## config.mk

```make
export PLATFORM = sky130hd
export DESIGN_NAME = calendar_date_offset
export DESIGN_NICKNAME = d
export VERILOG_FILES = /design/src/cdo_pkg.sv /design/src/calendar_date_offset.sv /design/src/cdo_divstep.sv
export SDC_FILE = /design/constraint.sdc
export NUM_CORES = 1
export LEC_CHECK = 0
export BUFFER_PORTS_ARGS = -buffer_cell sky130_fd_sc_hd__buf_4
export CORE_MARGIN = 4
export CORE_UTILIZATION = 60
export CTS_BUF_LIST = sky130_fd_sc_hd__clkbuf_16
export DETAILED_ROUTE_END_ITERATION = 16
export PLACE_DENSITY_LB_ADDON = 0.2
export SYNTH_ARGS = -nofsm -noshare
export SYNTH_HDL_FRONTEND = slang
export SYNTH_HIERARCHICAL = 1
export SYNTH_SLANG_ARGS = --single-unit
export TNS_END_PERCENT = 10
```

## constraint.sdc

```tcl
create_clock -name clk -period 7.7 [get_ports clk]
set_clock_uncertainty 0.1 [all_clocks]
set_input_delay 0.385 -clock clk [delete_from_list [all_inputs] [get_ports clk]]
set_output_delay 0.385 -clock clk [all_outputs]
set_load 0.1 [all_outputs]
```

## src/cdo_pkg.sv

```systemverilog
// shared types, constants and calendar helpers for the date offset block
// no dependencies

package cdo_pkg;

  // sequencer states
  typedef enum logic [2:0] {
    ST_IDLE,
    ST_DIV,
    ST_MOD,
    ST_WALK,
    ST_CLAMP,
    ST_DONE
  } state_t;

  // operation codes
  localparam logic [1:0] OP_DAYS   = 2'd0;
  localparam logic [1:0] OP_MONTHS = 2'd1;
  localparam logic [1:0] OP_YEARS  = 2'd2;

  localparam int MonthsPerYear = 12;
  localparam int LeapCycle     = 400;

  // divisors for the shared compare-subtract unit
  localparam logic [8:0] DIV_YEAR  = 9'(LeapCycle);
  localparam logic [8:0] DIV_MONTH = 9'(MonthsPerYear);

  // biases that make the dividends non-negative (multiples of the divisor)
  localparam int YearBias  = 89 * LeapCycle;       // 35600
  localparam int MonthQ    = 2731;                 // quotient offset
  localparam int MonthBias = MonthQ * MonthsPerYear; // 32772

  // first shift amounts of the restoring loops
  localparam logic [3:0] SH_YEAR  = 4'd7;
  localparam logic [3:0] SH_MONTH = 4'd12;

  typedef struct packed {
    logic [16:0] rem;
    logic [8:0]  base;
    logic [3:0]  sh;
  } div_req_t;

  // leap test from the year residue modulo 400
  function automatic logic leap_of(input logic [8:0] res);
    logic cent;
    cent = (res == 9'd0) || (res == 9'd100) || (res == 9'd200) || (res == 9'd300);
    return ((res[1:0] == 2'd0) && !cent) || (res == 9'd0);
  endfunction

  function automatic logic [4:0] month_len(input logic [3:0] m, input logic leap);
    logic [4:0] len;
    case (m)
      4'd2: begin
        len = leap ? 5'd29 : 5'd28;
      end
      4'd4, 4'd6, 4'd9, 4'd11: begin
        len = 5'd30;
      end
      default: begin
        len = 5'd31;
      end
    endcase
    return len;
  endfunction

endpackage

```

## src/calendar_date_offset.sv

```systemverilog
// top level of the gregorian date offset block: sequencer and date registers
// depends on cdo_pkg and cdo_divstep

// Takes one item (op, year_in, month_in, day_in, amount) at a time and returns one
// result item. in_ready is high only while the sequencer is idle; a finished result
// sits in the output register, so the next item can be taken while it waits.
// Steps per item; the divisions share one compare-subtract unit:
//   add years  : accept, then load the output register
//   add months : 13 divide-by-12 steps, 8 modulo-400 steps, then the clamp state
//   add days   : 8 modulo-400 steps, then a walk of one month per cycle (up to about 1080
//                months for an amount of 32767 days)
// The month walk keeps the year residue modulo 400 up to date for the leap rule, so
// no divider is needed inside the walk. Month values 0 and 13..15 are taken as 1 and
// 12 for the day and month operations; add years passes month and day through.
// year_overflow flags a final year outside -32768..32767, year_out is its low 16 bits.

module calendar_date_offset (
  input  logic               clk,
  input  logic               rst,
  input  logic               in_valid,
  output logic               in_ready,
  input  logic [1:0]         op,
  input  logic signed [15:0] year_in,
  input  logic [3:0]         month_in,
  input  logic [4:0]         day_in,
  input  logic signed [15:0] amount,
  output logic               out_valid,
  input  logic               out_ready,
  output logic signed [15:0] year_out,
  output logic [3:0]         month_out,
  output logic [4:0]         day_out,
  output logic               year_overflow
);

  cdo_pkg::state_t st, st_next;

  // working registers
  logic [1:0]         opr, opr_next;
  logic signed [17:0] year, year_next;       // exact year, wider than the port
  logic [8:0]         ymod, ymod_next;       // year modulo 400, non-negative
  logic [3:0]         month, month_next;
  logic signed [16:0] day, day_next;         // running day count during the walk
  logic [16:0]        rem, rem_next;
  logic [12:0]        quo, quo_next;
  logic [3:0]         sh, sh_next;

  // shared unit
  cdo_pkg::div_req_t  req;
  logic               ge;
  logic [16:0]        diff;
  logic [16:0]        rem_step;
  logic [12:0]        quo_step;

  // input side helpers
  logic [3:0]         month_c;
  logic signed [18:0] year_bias_in;
  logic signed [17:0] t_bias;

  // walk helpers
  logic [4:0]         len_cur;
  logic [3:0]         pm;
  logic signed [17:0] py;
  logic [8:0]         pymod;
  logic [4:0]         len_prev;
  logic signed [17:0] year_div;
  logic signed [18:0] year_div_bias;
  logic signed [16:0] len_cur_s;

  logic               load_out;

  cdo_divstep u_divstep (
    .req  (req),
    .ge   (ge),
    .diff (diff)
  );

  assign rem_step = ge ? diff : rem;
  assign quo_step = {quo[11:0], ge};

  // month clamp for the day and month operations
  always_comb begin
    if (month_in == 4'd0) begin
      month_c = 4'd1;
    end else if (month_in > 4'd12) begin
      month_c = 4'd12;
    end else begin
      month_c = month_in;
    end
  end

  assign year_bias_in = 19'(year_in) + 19'(cdo_pkg::YearBias);
  // months since january of year_in, biased to stay positive
  assign t_bias = 18'(amount) + $signed({14'd0, month_c}) - 18'sd1
                  + 18'(cdo_pkg::MonthBias);

  // year after the month division, biased for the modulo-400 pass
  assign year_div      = year + $signed({5'd0, quo_step}) - 18'(cdo_pkg::MonthQ);
  assign year_div_bias = 19'(year_div) + 19'(cdo_pkg::YearBias);

  // current month length and the step back to the previous month
  assign len_cur   = cdo_pkg::month_len(month, cdo_pkg::leap_of(ymod));
  assign len_cur_s = $signed({12'd0, len_cur});
  assign pm        = (month == 4'd1) ? 4'd12 : month - 4'd1;
  assign py        = (month == 4'd1) ? year - 18'sd1 : year;
  assign pymod     = (month != 4'd1) ? ymod :
                     (ymod == 9'd0) ? 9'(cdo_pkg::LeapCycle - 1) : ymod - 9'd1;
  assign len_prev  = cdo_pkg::month_len(pm, cdo_pkg::leap_of(pymod));

  assign in_ready = (st == cdo_pkg::ST_IDLE);
  assign load_out = (st == cdo_pkg::ST_DONE) && (!out_valid || out_ready);

  always_comb begin
    req.rem  = rem;
    req.sh   = sh;
    req.base = (st == cdo_pkg::ST_DIV) ? cdo_pkg::DIV_MONTH : cdo_pkg::DIV_YEAR;
  end

  // sequencer: next state and datapath updates
  always_comb begin
    st_next    = st;
    opr_next   = opr;
    year_next  = year;
    ymod_next  = ymod;
    month_next = month;
    day_next   = day;
    rem_next   = rem;
    quo_next   = quo;
    sh_next    = sh;
    case (st)
      cdo_pkg::ST_IDLE: begin
        if (in_valid) begin
          opr_next  = op;
          year_next = 18'(year_in);
          quo_next  = '0;
          case (op)
            cdo_pkg::OP_DAYS: begin
              month_next = month_c;
              day_next   = 17'(amount) + $signed({12'd0, day_in});
              rem_next   = year_bias_in[16:0];
              sh_next    = cdo_pkg::SH_YEAR;
              st_next    = cdo_pkg::ST_MOD;
            end
            cdo_pkg::OP_MONTHS: begin
              month_next = month_c;
              day_next   = $signed({12'd0, day_in});
              rem_next   = t_bias[16:0];
              sh_next    = cdo_pkg::SH_MONTH;
              st_next    = cdo_pkg::ST_DIV;
            end
            default: begin
              // add years, also for the unused code
              year_next  = 18'(year_in) + 18'(amount);
              month_next = month_in;
              day_next   = $signed({12'd0, day_in});
              st_next    = cdo_pkg::ST_DONE;
            end
          endcase
        end
      end
      cdo_pkg::ST_DIV: begin
        rem_next = rem_step;
        quo_next = quo_step;
        sh_next  = sh - 4'd1;
        if (sh == 4'd0) begin
          month_next = rem_step[3:0] + 4'd1;
          year_next  = year_div;
          rem_next   = year_div_bias[16:0];
          sh_next    = cdo_pkg::SH_YEAR;
          st_next    = cdo_pkg::ST_MOD;
        end
      end
      cdo_pkg::ST_MOD: begin
        rem_next = rem_step;
        sh_next  = sh - 4'd1;
        if (sh == 4'd0) begin
          ymod_next = rem_step[8:0];
          st_next   = (opr == cdo_pkg::OP_DAYS) ? cdo_pkg::ST_WALK : cdo_pkg::ST_CLAMP;
        end
      end
      cdo_pkg::ST_WALK: begin
        if (day > len_cur_s) begin
          // forward one month
          day_next = day - len_cur_s;
          if (month == 4'd12) begin
            month_next = 4'd1;
            year_next  = year + 18'sd1;
            ymod_next  = (ymod == 9'(cdo_pkg::LeapCycle - 1)) ? 9'd0 : ymod + 9'd1;
          end else begin
            month_next = month + 4'd1;
          end
        end else if (day <= 17'sd0) begin
          // back one month
          month_next = pm;
          year_next  = py;
          ymod_next  = pymod;
          day_next   = day + $signed({12'd0, len_prev});
        end else begin
          st_next = cdo_pkg::ST_DONE;
        end
      end
      cdo_pkg::ST_CLAMP: begin
        if (day > len_cur_s) begin
          day_next = len_cur_s;
        end else if (day < 17'sd1) begin
          day_next = 17'sd1;
        end
        st_next = cdo_pkg::ST_DONE;
      end
      cdo_pkg::ST_DONE: begin
        if (load_out) begin
          st_next = cdo_pkg::ST_IDLE;
        end
      end
      default: begin
        st_next = cdo_pkg::ST_IDLE;
      end
    endcase
  end

  always_ff @(posedge clk) begin
    if (rst) begin
      st <= cdo_pkg::ST_IDLE;
    end else begin
      st <= st_next;
    end
  end

  always_ff @(posedge clk) begin
    opr   <= opr_next;
    year  <= year_next;
    ymod  <= ymod_next;
    month <= month_next;
    day   <= day_next;
    rem   <= rem_next;
    quo   <= quo_next;
    sh    <= sh_next;
  end

  // output register
  always_ff @(posedge clk) begin
    if (rst) begin
      out_valid <= 1'b0;
    end else if (load_out) begin
      out_valid <= 1'b1;
    end else if (out_ready) begin
      out_valid <= 1'b0;
    end
  end

  always_ff @(posedge clk) begin
    if (load_out) begin
      year_out      <= year[15:0];
      month_out     <= month;
      day_out       <= day[4:0];
      year_overflow <= (year > 18'sd32767) || (year < -18'sd32768);
    end
  end

  // residue modulo 400 tracks the year during the walk
  a_ymod_low_bits: assert property (@(posedge clk) disable iff (rst)
    st == cdo_pkg::ST_WALK |-> ymod[1:0] == year[1:0])
    else $error("year residue out of step with year");

  a_ymod_range: assert property (@(posedge clk) disable iff (rst)
    st == cdo_pkg::ST_WALK |-> ymod < 9'(cdo_pkg::LeapCycle))
    else $error("year residue out of range");

  a_walk_month: assert property (@(posedge clk) disable iff (rst)
    st == cdo_pkg::ST_WALK |-> (month >= 4'd1) && (month <= 4'd12))
    else $error("month out of range during walk");

  a_accept_busy: assert property (@(posedge clk) disable iff (rst)
    in_valid && in_ready |=> !in_ready)
    else $error("sequencer did not leave idle after accepting an item");

  a_load_only_done: assert property (@(posedge clk) disable iff (rst)
    $rose(out_valid) |-> $past(st) == cdo_pkg::ST_DONE)
    else $error("result loaded outside the done state");

endmodule

```

## src/cdo_divstep.sv

```systemverilog
// shared compare-subtract step of a restoring division
// depends on cdo_pkg

module cdo_divstep (
  input  cdo_pkg::div_req_t req,
  output logic              ge,
  output logic [16:0]       diff
);

  logic [16:0] shifted;

  // divisor aligned to the current quotient bit
  assign shifted = {8'd0, req.base} << req.sh;
  assign ge      = (req.rem >= shifted);
  assign diff    = req.rem - shifted;

endmodule
```

==> flow_summary.yaml <==
timing:
  rsz0062_at_grt: "false"
  worstMarginPinSlew_ns: 1.08
  setup_viol: 0
  finalMaxSlewViolations: 0
  clock.fmax_mhz: 148
  setup_tns_ns: 0
  finalHoldViolCount: 0
  slew_headroom_pct: 27.7
  period_needed_ns: 6.75
  post-route-period-util_pct: 87.6
synth:
  ys_top_cells_by_area: "edfxtp_1, ha_1, a21oi_1"
  synth-compound-area-share_pct: 22.8
  synth_top_cell_area_share_pct: 26.8
  synth_edf_count: 109
  avgSynthCellArea_um2: 8.60
  async_reset_ff_share_pct: 0
  synth-xor-area-share_pct: 8.88
  yosysMostFrequentCell: "a21oi_1"
  synth.cell_area_um2: 12200
  synth_top_area_cell: "edfxtp_1"
  syn-instance-count: 1421
  ys_ff_latch: 113
  synth.area.mux_share_pct: 4.60
  yosysWarningCount: 6
  synthTopCellsByCount: "a21oi_1, nor2_1, ha_1, edfxtp_1, nand2_1"
  synthSimpleGateAreaFrac_pct: 18.5
  synth_cell_types: 105
  synth-adder-area-share_pct: 12.7
  synthFlopType: "edfxtp_1"
  synth_top_family_by_area: "compound AO/OA/AOI/OAI gates"
  synth-seq-area-share_pct: 27.4
placement:
  io_buffer_count: 74
  hpwl_mm: 28.1
  place_congestion: 1.02
detailed_routing:
  routed_wl_mm: 36.4
  via_per_inst: 6.54
  avgRoutedWirePerCell_um: 20.9
  remaining_drc_errors: 0
  dr.pass1.iters: 8
  drtAntennaViolNets: 0
  vias: 11400
  drt-initial-drc-count: 1366
die:
  ios: 75
  initial_utilization_pct: 62.0
  die_h_um: 151
  rows: 51
  die-area_um2: 22700
  core_area_um2: 19700
  die_x_um: 151
grt:
  grt_max_degree: 47
  grt_usage_pct: 32.4
  grt_pass1_vias: 10600
  grt_overflow: 0
  grt_first_pass_wirelength_mm: 57.4
  grt_antenna_before_repair: 0
setup_path:
  slowest_stage: "clkinv_1"
  cp-end-kind: "flop"
  crit_buf_inv: 5
  slowest_delay_ns: 0.44
  critPathTopFamily: "simple AND/OR/NAND/NOR gates"
  critPathMaxFanout: 18
  required_ns: 7.77
  critPathLaunchType: "flop"
  rrSetupSlack_ns: 0.95
  arrival_ns: 6.82
  path_class: "reg2reg"
  path_common_cell: "ha_1"
clock_network:
  cts_buffers: 17
  clk_pin_slew_ns: 0.06
  hold_buffers: 0
  postCtsSetupRepairBufs: 0
  root_buffer: "clkbuf_16"
  cts_buffer_depth: 2
  tritoncts: "yes"
  insertion_delay_ns: 0.42
  cts-resized-gates: 0
  htree_num_levels: 4
  cts.sinks: 113
layout:
  area_growth_pct: 10.7
  diodes: 0
  nNetsFinal: 1634
  final_layout_size_suffix_gt1_share_pct: 12.2
  postLayoutCoreUtil_pct: 68.6
flow_run:
  maxCapViolCount: 0
hold_path:
  hold_path.class: "in2reg"
outcome:
  outcome: "completed"
[kinds of logic after synthesis]
kind of cell,after synthesis
xor+xnor,123
buf+inv,154
mux,52
flops,113
fa+ha+maj,119
other cells,1
simple gates,441
compound gates,418
[flip-flops by register name, summed over array words and instances, names as in the netlist]
| signal | count |
|---|---|
| day | 17 |
| year | 18 |
| year_overflow | 1 |
| st | 3 |
| ymod | 9 |
| day_out | 5 |
| year_out | 16 |
| quo | 12 |
| out_valid | 1 |
| month | 4 |
| opr | 2 |
| rem | 17 |
| sh | 4 |
| month_out | 4 |
[layout make-up]
class / count / area [um^2]
Multi-Input combinational cell: 1162 / 8280
Clock inverter: 15 / 168
Tap cell: 265 / 332
Timing Repair Buffer: 86 / 646
Fill cell: 1619 / 6190
Inverter: 88 / 330
Clock buffer: 17 / 425
Sequential cell: 113 / 3350
[placed cells by master (no fill, tap or decap), types with 45 or more instances in the layout]
| cell type | synthesis | layout |
|---|---|---|
| a21oi_1 | 125 | 125 |
| buf_4 | 5 | 86 |
| edfxtp_1 | 109 | 109 |
| ha_1 | 111 | 111 |
| inv_1 | 86 | 86 |
| nand2_1 | 97 | 97 |
| nor2_1 | 124 | 124 |
| nor3_1 | 46 | 45 |
| o21ai_0 | 71 | 71 |
| xnor2_1 | 61 | 61 |
| xor2_1 | 61 | 61 |
[path summary, 6_finish.rpt]
check | startpoint | endpoint | cells after the start
min reg2reg | day[0] | day_out[0] | 0
max | st[0] | rem[16] | 32
max reg2reg | st[0] | rem[16] | 32
min | rst | out_valid | 2
[metal layers]
layer	GRT usage, %	part of all wire (%)
met2	49.1	44
met1	47.4	44
met5	0	0
met3	6.11	10
met4	9.02	2.2
[stage by stage]
stage	instances	setup slack [ns]	instance area, um^2	hold WS [ns]
5_1_grt	1746	0.587	13500	0.0710
4_1_cts	1746	1.07	13500	0.0660
3_3_place_gp	1714	1.37	12900	0.406
6_report	1746	0.952	13500	0.0764
2_1_floorplan	1429	0.566	12300	0.321
3_5_place_dp	1714	1.11	12900	0.423
Power is left out: the tool's default activity adds up to more than one toggle a clock period on the data nets, which glitch-free logic cannot reach.
